**config.mk**
```make
export PLATFORM = sky130hd
export DESIGN_NAME = cartridge_bank_mapper
export DESIGN_NICKNAME = d
export VERILOG_FILES = /design/src/rtl/cbm_pkg.sv /design/src/rtl/cartridge_bank_mapper.sv
export SDC_FILE = /design/constraint.sdc
export NUM_CORES = 1
export LEC_CHECK = 0
export BUFFER_PORTS_ARGS = -buffer_cell sky130_fd_sc_hd__buf_2
export CAP_MARGIN = 30
export CORE_MARGIN = 2
export CORE_UTILIZATION = 40
export CTS_BUF_LIST = sky130_fd_sc_hd__clkbuf_8 sky130_fd_sc_hd__clkbuf_16
export DETAILED_ROUTE_END_ITERATION = 6
export GPL_TIMING_DRIVEN = 1
export PLACE_DENSITY_LB_ADDON = 0.12
export SLEW_MARGIN = 20
export SYNTH_ARGS = -nofsm -noshare
export SYNTH_HDL_FRONTEND = slang
export SYNTH_SLANG_ARGS = --single-unit
```
**constraint.sdc**
```tcl
create_clock -name i_clk -period 2.6 [get_ports i_clk]
set_input_delay 0 -clock i_clk [delete_from_list [all_inputs] [get_ports i_clk]]
set_output_delay 0 -clock i_clk [all_outputs]
set_load 0.05 [all_outputs]
```
**src/rtl/cbm_pkg.sv**
```systemverilog
// Shared constants and types for the cartridge bank mapper, including the register windows.
package cbm_pkg;

    localparam int ROM_BANK_BITS = 7;
    localparam int RAM_BANK_BITS = 2;

    // Bank registers are kept at full width; masks drop bits beyond the fitted size
    localparam int ROM_BANK_W = 7;
    localparam int RAM_BANK_W = 2;
    localparam int ADDR_W     = 16;
    localparam int PHYS_W     = 21;

    localparam logic [ROM_BANK_W-1:0] ROM_BANK_MASK =
        ROM_BANK_W'((1 << ROM_BANK_BITS) - 1);
    localparam logic [RAM_BANK_W-1:0] RAM_BANK_MASK =
        RAM_BANK_W'((1 << RAM_BANK_BITS) - 1);
    localparam logic [1:0] UPPER_MASK = 2'((1 << (ROM_BANK_BITS - 5)) - 1);

    localparam logic [4:0] LOW_FIELD_MASK = 5'h1f;
    localparam logic [3:0] RAM_ENABLE_KEY = 4'hA;
    localparam logic [ROM_BANK_W-1:0] ROM_BANK_RESET = ROM_BANK_W'(1);

    typedef enum logic [1:0] {
        TGT_ROM  = 2'd0,
        TGT_RAM  = 2'd1,
        TGT_NONE = 2'd2
    } t_target;

    // Controller register window, address bits 14:13 within the ROM range
    typedef enum logic [1:0] {
        WIN_RAM_ENABLE = 2'd0,
        WIN_ROM_LOW    = 2'd1,
        WIN_UPPER      = 2'd2,
        WIN_MODE       = 2'd3
    } t_window;

endpackage

```
**src/rtl/cartridge_bank_mapper.sv**
```systemverilog
// Cartridge bank mapper: one-stage bus address translation with bank controller state.
// Transfers pass through the input register, one decode stage and the result register.
// Throughput: one access per cycle while the result is not stalled; the decode stage sets
// this, and bank state updates as each access moves into the result register.
// Reset (synchronous, active low): bank controller absent, ROM bank 1, RAM bank 0,
// banking mode 0, RAM disabled, both pipeline registers empty.
module cartridge_bank_mapper (
    input  logic        i_clk,
    input  logic        i_rst_n,
    input  logic        i_cfg_we,
    input  logic        i_cfg_data,
    input  logic        i_in_valid,
    output logic        o_in_stall,
    input  logic        i_req_type,
    input  logic [15:0] i_bus_address,
    input  logic [7:0]  i_write_byte,
    output logic        o_out_valid,
    input  logic        i_out_stall,
    output logic [1:0]  o_target,
    output logic [20:0] o_physical_address,
    output logic        o_rom_wr_fault,
    output logic        o_ram_enabled
);

    logic                               r_ctrl_present;
    logic [cbm_pkg::ROM_BANK_W-1:0]     r_rom_bank, n_rom_bank;
    logic [cbm_pkg::RAM_BANK_W-1:0]     r_ram_bank, n_ram_bank;
    logic                               r_banking_mode, n_banking_mode;
    logic                               r_ram_enable, n_ram_enable;

    logic                               r_in_valid;
    logic                               r_req_type;
    logic [cbm_pkg::ADDR_W-1:0]         r_addr;
    logic [7:0]                         r_data;

    logic                               r_out_valid;
    cbm_pkg::t_target                   r_target, n_target;
    logic [cbm_pkg::PHYS_W-1:0]         r_phys, n_phys;
    logic                               r_err, n_err;
    logic                               r_ram_en_out;

    logic out_load;
    logic in_load;
    logic advance;
    logic rom_range;
    logic ram_range;
    logic [4:0] low_field;
    cbm_pkg::t_window window;

    assign out_load   = !r_out_valid || !i_out_stall;
    assign in_load    = !r_in_valid || out_load;
    assign advance    = r_in_valid && out_load;
    assign o_in_stall = !in_load;

    assign rom_range = !r_addr[15];
    assign ram_range = (r_addr[15:13] == 3'b101);
    assign window    = cbm_pkg::t_window'(r_addr[14:13]);
    assign low_field = (r_data[4:0] == 5'd0) ? 5'd1 : r_data[4:0];

    always_comb begin
        n_rom_bank     = r_rom_bank;
        n_ram_bank     = r_ram_bank;
        n_banking_mode = r_banking_mode;
        n_ram_enable   = r_ram_enable;
        n_target       = cbm_pkg::TGT_NONE;
        n_phys         = '0;
        n_err          = 1'b0;

        if (rom_range) begin
            if (r_req_type) begin
                if (r_ctrl_present) begin
                    unique case (window)
                        cbm_pkg::WIN_RAM_ENABLE: begin
                            n_ram_enable = (r_data[3:0] == cbm_pkg::RAM_ENABLE_KEY);
                        end
                        cbm_pkg::WIN_ROM_LOW: begin
                            n_rom_bank = {r_rom_bank[6:5], low_field} & cbm_pkg::ROM_BANK_MASK;
                        end
                        cbm_pkg::WIN_UPPER: begin
                            if (!r_banking_mode) begin
                                n_rom_bank = {r_data[1:0] & cbm_pkg::UPPER_MASK,
                                              r_rom_bank[4:0]} & cbm_pkg::ROM_BANK_MASK;
                            end else begin
                                n_ram_bank = r_data[1:0] & cbm_pkg::RAM_BANK_MASK;
                            end
                        end
                        cbm_pkg::WIN_MODE: begin
                            n_banking_mode = r_data[0];
                            if (!r_data[0]) begin
                                n_ram_bank = '0;
                            end
                        end
                        default: begin
                            n_ram_enable = r_ram_enable;
                        end
                    endcase
                end else begin
                    n_err = 1'b1;
                end
            end else if (!r_addr[14]) begin
                n_target = cbm_pkg::TGT_ROM;
                n_phys   = {7'd0, r_addr[13:0]};
            end else begin
                n_target = cbm_pkg::TGT_ROM;
                n_phys   = {r_rom_bank & cbm_pkg::ROM_BANK_MASK, r_addr[13:0]};
            end
        end else if (ram_range) begin
            n_target = cbm_pkg::TGT_RAM;
            n_phys   = {6'd0, r_ram_bank & cbm_pkg::RAM_BANK_MASK, r_addr[12:0]};
        end
    end

    always_ff @(posedge i_clk) begin
        if (!i_rst_n) begin
            r_ctrl_present <= 1'b0;
            r_rom_bank     <= cbm_pkg::ROM_BANK_RESET;
            r_ram_bank     <= '0;
            r_banking_mode <= 1'b0;
            r_ram_enable   <= 1'b0;
            r_in_valid     <= 1'b0;
            r_out_valid    <= 1'b0;
        end else begin
            if (i_cfg_we) begin
                r_ctrl_present <= i_cfg_data;
            end
            if (in_load) begin
                r_in_valid <= i_in_valid;
            end
            if (out_load) begin
                r_out_valid <= r_in_valid;
            end
            if (advance) begin
                r_rom_bank     <= n_rom_bank;
                r_ram_bank     <= n_ram_bank;
                r_banking_mode <= n_banking_mode;
                r_ram_enable   <= n_ram_enable;
            end
        end
    end

    always_ff @(posedge i_clk) begin
        if (in_load && i_in_valid) begin
            r_req_type <= i_req_type;
            r_addr     <= i_bus_address;
            r_data     <= i_write_byte;
        end
        if (advance) begin
            r_target     <= n_target;
            r_phys       <= n_phys;
            r_err        <= n_err;
            r_ram_en_out <= n_ram_enable;
        end
    end

    assign o_out_valid        = r_out_valid;
    assign o_target           = r_target;
    assign o_physical_address = r_phys;
    assign o_rom_wr_fault     = r_err;
    assign o_ram_enabled      = r_ram_en_out;

    // An error result is never a memory access
    a_err_no_access: assert property (@(posedge i_clk) disable iff (!i_rst_n)
        (r_out_valid && r_err) |-> (r_target == cbm_pkg::TGT_NONE))
        else $error("write error result carries a memory target");

    a_none_zero_addr: assert property (@(posedge i_clk) disable iff (!i_rst_n)
        (r_out_valid && r_target == cbm_pkg::TGT_NONE) |-> (r_phys == '0))
        else $error("non-access result with non-zero address");

    // Low ROM bank field is never zero
    a_rom_low_nonzero: assert property (@(posedge i_clk) disable iff (!i_rst_n)
        (r_rom_bank[4:0] != 5'd0))
        else $error("ROM bank low field became zero");

    a_mode0_ram_bank: assert property (@(posedge i_clk) disable iff (!i_rst_n)
        !r_banking_mode |-> (r_ram_bank == '0))
        else $error("RAM bank set while in mode 0");

    a_stall_cause: assert property (@(posedge i_clk) disable iff (!i_rst_n)
        o_in_stall |-> (r_in_valid && r_out_valid && i_out_stall))
        else $error("input stalled without a blocked result");

endmodule

```
* Word level (Yosys, flattened, before mapping) *
Index checks and enable logic that the tools add are counted.

cells by class
  equal/unequal tests = 7
  muxes and demuxes = 18
  bitwise logic cells = 5
  reduce and logical (&&, ||, !) cells = 16

operators with widths
  operator                                                                number
  21-bit two-way mux                                                      3
  15-bit two-way mux                                                      1
  7-bit one-hot mux with 2 select lines                                   1
  7-bit AND reduction                                                     2
  2-bit two-way mux                                                       5
  7-bit two-way mux                                                       1
  6-bit AND reduction                                                     1
  5-bit logical NOT                                                       1
  1-bit two-way mux                                                       5
  5-bit two-way mux                                                       1
  1-bit NOT                                                               5
  5-bit AND reduction                                                     1
  2-bit equality test (second input constant)                             2
  4-bit equality test (second input constant)                             1
  1-bit logical NOT                                                       4
  2-bit != test (second input constant)                                   2
  2-bit one-hot mux with 2 select lines                                   1
  3-bit equality test (second input constant)                             1
  2-bit by 1-bit equality test with 1-bit output (second input constant)  1
  1-bit logical AND                                                       2
  2-bit logical NOT                                                       1
  1-bit logical OR                                                        2
  2-bit nonzero test                                                      1
  2-bit OR reduction                                                      1

storage, ports and cells
  register bits = 61
  input bits = 31

* Depth between registers and ports, before layout *
  depth in word-level cells = 5
  depth in mapped cells = 5

* Worst setup path before layout *
Ideal clock, no wire load.

  kind = reg2reg
  start point = reg r_out_valid (netlist: o_out_valid)
  end point = reg r_addr[0] (netlist bit), enable pin
  setup time = 0.403 ns
  data arrival time = 1.905 ns
  data required time = 2.197 ns
  path slack = 0.292 ns
  stages on the path, launching flop included = 3
  path buffers = 0
  clock period less this slack = 2.308 ns
  cells stage by stage = dfxtp_1 > and3_2 > nor2b_1

on the way
  longest elaborated chain between the ends = 4

RTL lines
  what                    RTL line                      RTL
  start, declared         cartridge_bank_mapper.sv:36   logic r_out_valid;
  start signal, assigned  cartridge_bank_mapper.sv:130  r_out_valid <= r_in_valid;
  1-bit logical NOT       cartridge_bank_mapper.sv:50   assign out_load = !r_out_valid || !i_out_stall;
  1-bit logical OR        cartridge_bank_mapper.sv:50
  1-bit logical OR        cartridge_bank_mapper.sv:51   assign in_load = !r_in_valid || out_load;
  1-bit logical AND       cartridge_bank_mapper.sv:142  if (in_load && i_in_valid) begin
  end signal, assigned    cartridge_bank_mapper.sv:144  r_addr <= i_bus_address;
  end, declared           cartridge_bank_mapper.sv:33   logic [cbm_pkg::ADDR_W-1:0] r_addr;

Every way passes these cells.
A chain may end at the register's enable or synchronous reset.

* Worst setup path after layout *
  start point = reg r_addr[15] (netlist bit)
  end point = reg r_rom_bank[0] (netlist bit)

on the way
  longest elaborated chain between the ends = 2

RTL lines
  what                           RTL line                      RTL
  1-bit NOT (no line)            -
  6-bit AND reduction (no line)  -
  end signal, assigned           cartridge_bank_mapper.sv:116  r_rom_bank <= cbm_pkg::ROM_BANK_RESET;
  end signal, assigned           cartridge_bank_mapper.sv:133  r_rom_bank <= n_rom_bank;
  end, declared                  cartridge_bank_mapper.sv:26   logic [cbm_pkg::ROM_BANK_W-1:0] r_rom_bank, n_rom_bank;

Every way passes these cells.

==> results_dict.tcl <==
set metrics [dict create \
    drc 0 \
    slew-limit-headroom_pct 67.23 \
    cts_tree "yes" \
    start_util_pct 41.11 \
    cp_data_required_time_ns 2.80 \
    grtUsageTotal_pct 13.99 \
    cts_made_buffers 9 \
    power_mw 1.986 \
    yosys-top-cells-area "edfxtp_1, dfxtp_1, nor2b_1" \
    holdWs_ns 0.04593 \
    synth-edff-count 47 \
    synth_common_cells "edfxtp_1, nor2b_1, dfxtp_1" \
    ir_worst_vdd_uv 376.2 \
    busiest_layer "met2" \
    wl_um 3990 \
    gp_congestion 0.6959 \
    slew_viol_final 0 \
    cellLeakagePower_nw 1.235 \
    drv_cap 0 \
    max-clock-path-buffers 2 \
    synthMuxAreaShare_pct 2.742 \
    yosys.area_share.simple_pct 16.06 \
    antenna_found_initial 0 \
    synth_top_area_share_pct 63.12 \
    synth_top_family_by_area "simple AND/OR/NAND/NOR gates" \
    outcome "finished, final reports clean" \
    dp_hpwl_um 2556 \
    area_growth_pct 34.75 \
    start_kind "flop" \
    h-tree-depth 3 \
    io_buffers 54 \
    cts.sinks 61 \
    worstMarginPinSlew_ns 0.4910 \
    cp_max_fo 10 \
    ys_ff_latch 61 \
    drtAntennaViolNets 0 \
    min_period_ns 1.620 \
    utilization_pct 55.39 \
    viasPerCell 4.575 \
    grt_start_max_net_pins 24 \
    finalSetupTns_ns 0 \
    cts_setup_buffers 0 \
    antenna_cells 0 \
    gr-usage-met2_pct 22.56 \
    synth_area_leader_cell "edfxtp_1" \
    cts.clk_slew.worst_paths_ns 0.07 \
    layout_setup_ws_ns 0.9802 \
    drtPass1Iterations 4 \
    arrival_ns 1.82 \
    period_share_pct 62.30 \
    cp-end-kind "flop" \
    synthAdderAreaFrac_pct 0 \
    cts-root-buf "clkbuf_8" \
    netlist_instances 147 \
    synth_xor_area_share_pct 0 \
    syn_nets 178 \
    drive_gt1_share_pct 32.37 \
    grt_overflow 0 \
    nNetsFinal 267 \
    ios 58 \
    grt_use_met1_pct 16.95 \
    fmax_mhz 617.4 \
    syn_avg_cell_area_um2 15.21 \
    ys_seq_area_share_pct 75.66 \
    core_area_mm2 0.005439 \
    setup_viol 0 \
    rsz0062_at_grt "false" \
    finalClockSkew_ns 0.006248 \
    async_reset_ff_share_pct 0 \
    hold_viol_final 0 \
    hold_path.class "in -> reg" \
    wire_per_inst_um 12.75 \
    met3_usage_pct 3.523 \
    multi_input_area_um2 516.7 \
    grt_first_pass_wirelength_um 6417 \
    fillCellCount 489 \
    drt-initial-drc-count 34 \
    synth_ff_type "edfxtp_1" \
    fp.dieH_um 78.77 \
    post-place-ws_ns 0.9870 \
    clk_latency_ns 0.32 \
    die_area_mm2 0.006204 \
    die_x_um 78.77 \
    critical_path_class "reg -> reg" \
    syn_area_mm2 0.002236 \
    yosys.cell_count.top_type "edfxtp_1" \
    register_area_mm2 0.001692 \
    cellPowerDensity_mw_per_mm2 659.0 \
    synth.distinct_cells 28 \
    rows 27 \
    grt_pass1_vias 1389 \
    synth-warning-count 0 \
    vias 1432 \
    synth_compound_area_share_pct 4.197 \
]
==> cell type report <==
cell class / count / share of cell area [%]
clock buffer: 9 / 4.111
clock inverter: 7 / 1.121
sequential: 61 / 56.15
inverter: 1 / 0.1246
multi-input combinational: 80 / 17.15
tap: 72 / 2.990
timing repair buffer: 83 / 18.36
==> registers in the layout (all words and copies together), names as in the netlist, 2 cells and up <==
signal,flops
r_data,5
r_ram_bank,2
o_target,2
r_addr,16
o_physical_address,21
r_rom_bank,7
==> metal layers <==
metal	vias to the layer above	routed length [um]
li1	718	-
met1	671	1706
met2	39	2042
met3	4	199
met4	0	40
met5	-	0
==> cells by family after synthesis <==
group,count (synthesis)
AO/OA/AOI/OAI,14
buffers and inverters,6
flip-flops,61
multiplexers,6
AND/OR/NAND/NOR,60
==> timing repair <==
item	CTS	global route
endpoints found under the hold margin	25	0
resized for setup	0	0
hold buffers	26	0
==> where the power goes <==
| part | leakage [nW] | internal [mW] | switching (mW) |
|---|---|---|---|
| registers | 0.565 | 1.10 | 0.0202 |
| logic | 0.585 | 0.0727 | 0.124 |
| clock network | 0.0850 | 0.330 | 0.341 |
| total | 1.23 | 1.50 | 0.486 |
==> stage by stage <==
step | instances | instance area, um2
final | 313 | 3013
after global routing | 313 | 3013
after CTS | 313 | 3013
after detailed placement | 271 | 2595
after global placement | 271 | 2595
after floorplan | 147 | 2236
==> critical path: stages, from the launching register on <==
cell and delay [ns]:
edfxtp_1 0.44, nand3b_4 0.21, or4b_4 0.59, nor3_2 0.19, o21ai_2 0.07
==> placed cells by master, fill, tap and decap left out <==
| master | instances |
|---|---|
| edfxtp_1 | 47 |
| a41o_1 | 1 |
| a21oi_1 | 3 |
| nor2_1 | 4 |
| nand2_1 | 13 |
| nand3b_4 | 1 |
| nor2b_1 | 15 |
| nor3_1 | 3 |
| and3b_1 | 2 |
| o21ai_0 | 5 |
| nor3b_1 | 1 |
| dfxtp_1 | 14 |
| o21a_1 | 2 |
| clkinvlp_4 | 1 |
| and3_1 | 7 |
| nor2b_2 | 1 |
| buf_2 | 54 |
| inv_1 | 2 |
| nand3_1 | 8 |
| mux2_2 | 1 |
| a32o_1 | 1 |
| clkbuf_8 | 9 |
| nor2b_4 | 1 |
| o21ai_2 | 1 |
| dlygate4sd3_1 | 26 |
| buf_4 | 3 |
| clkinv_2 | 3 |
| mux2i_1 | 5 |
| nor3_2 | 1 |
| clkinv_1 | 2 |
| nor4_1 | 1 |
| or4b_4 | 1 |
| a21bo_1 | 1 |
| and3_2 | 1 |
==> worst paths after layout <==
kind / start / to / slack (ns) / cells after the start
min reg2reg: r_rom_bank[4]$_SDFFE_PN0P_ / r_rom_bank[4]$_SDFFE_PN0P_ / 0.46 / 2
max: r_addr[15]$_DFFE_PP_ / r_rom_bank[0]$_SDFFE_PN1P_ / 0.98 / 4
min: i_rst_n / r_rom_bank[0]$_SDFFE_PN1P_ / 0.05 / 2
max reg2reg: r_addr[15]$_DFFE_PP_ / r_rom_bank[0]$_SDFFE_PN1P_ / 0.98 / 4
Note: power is estimated with default switching activity, not from simulation.
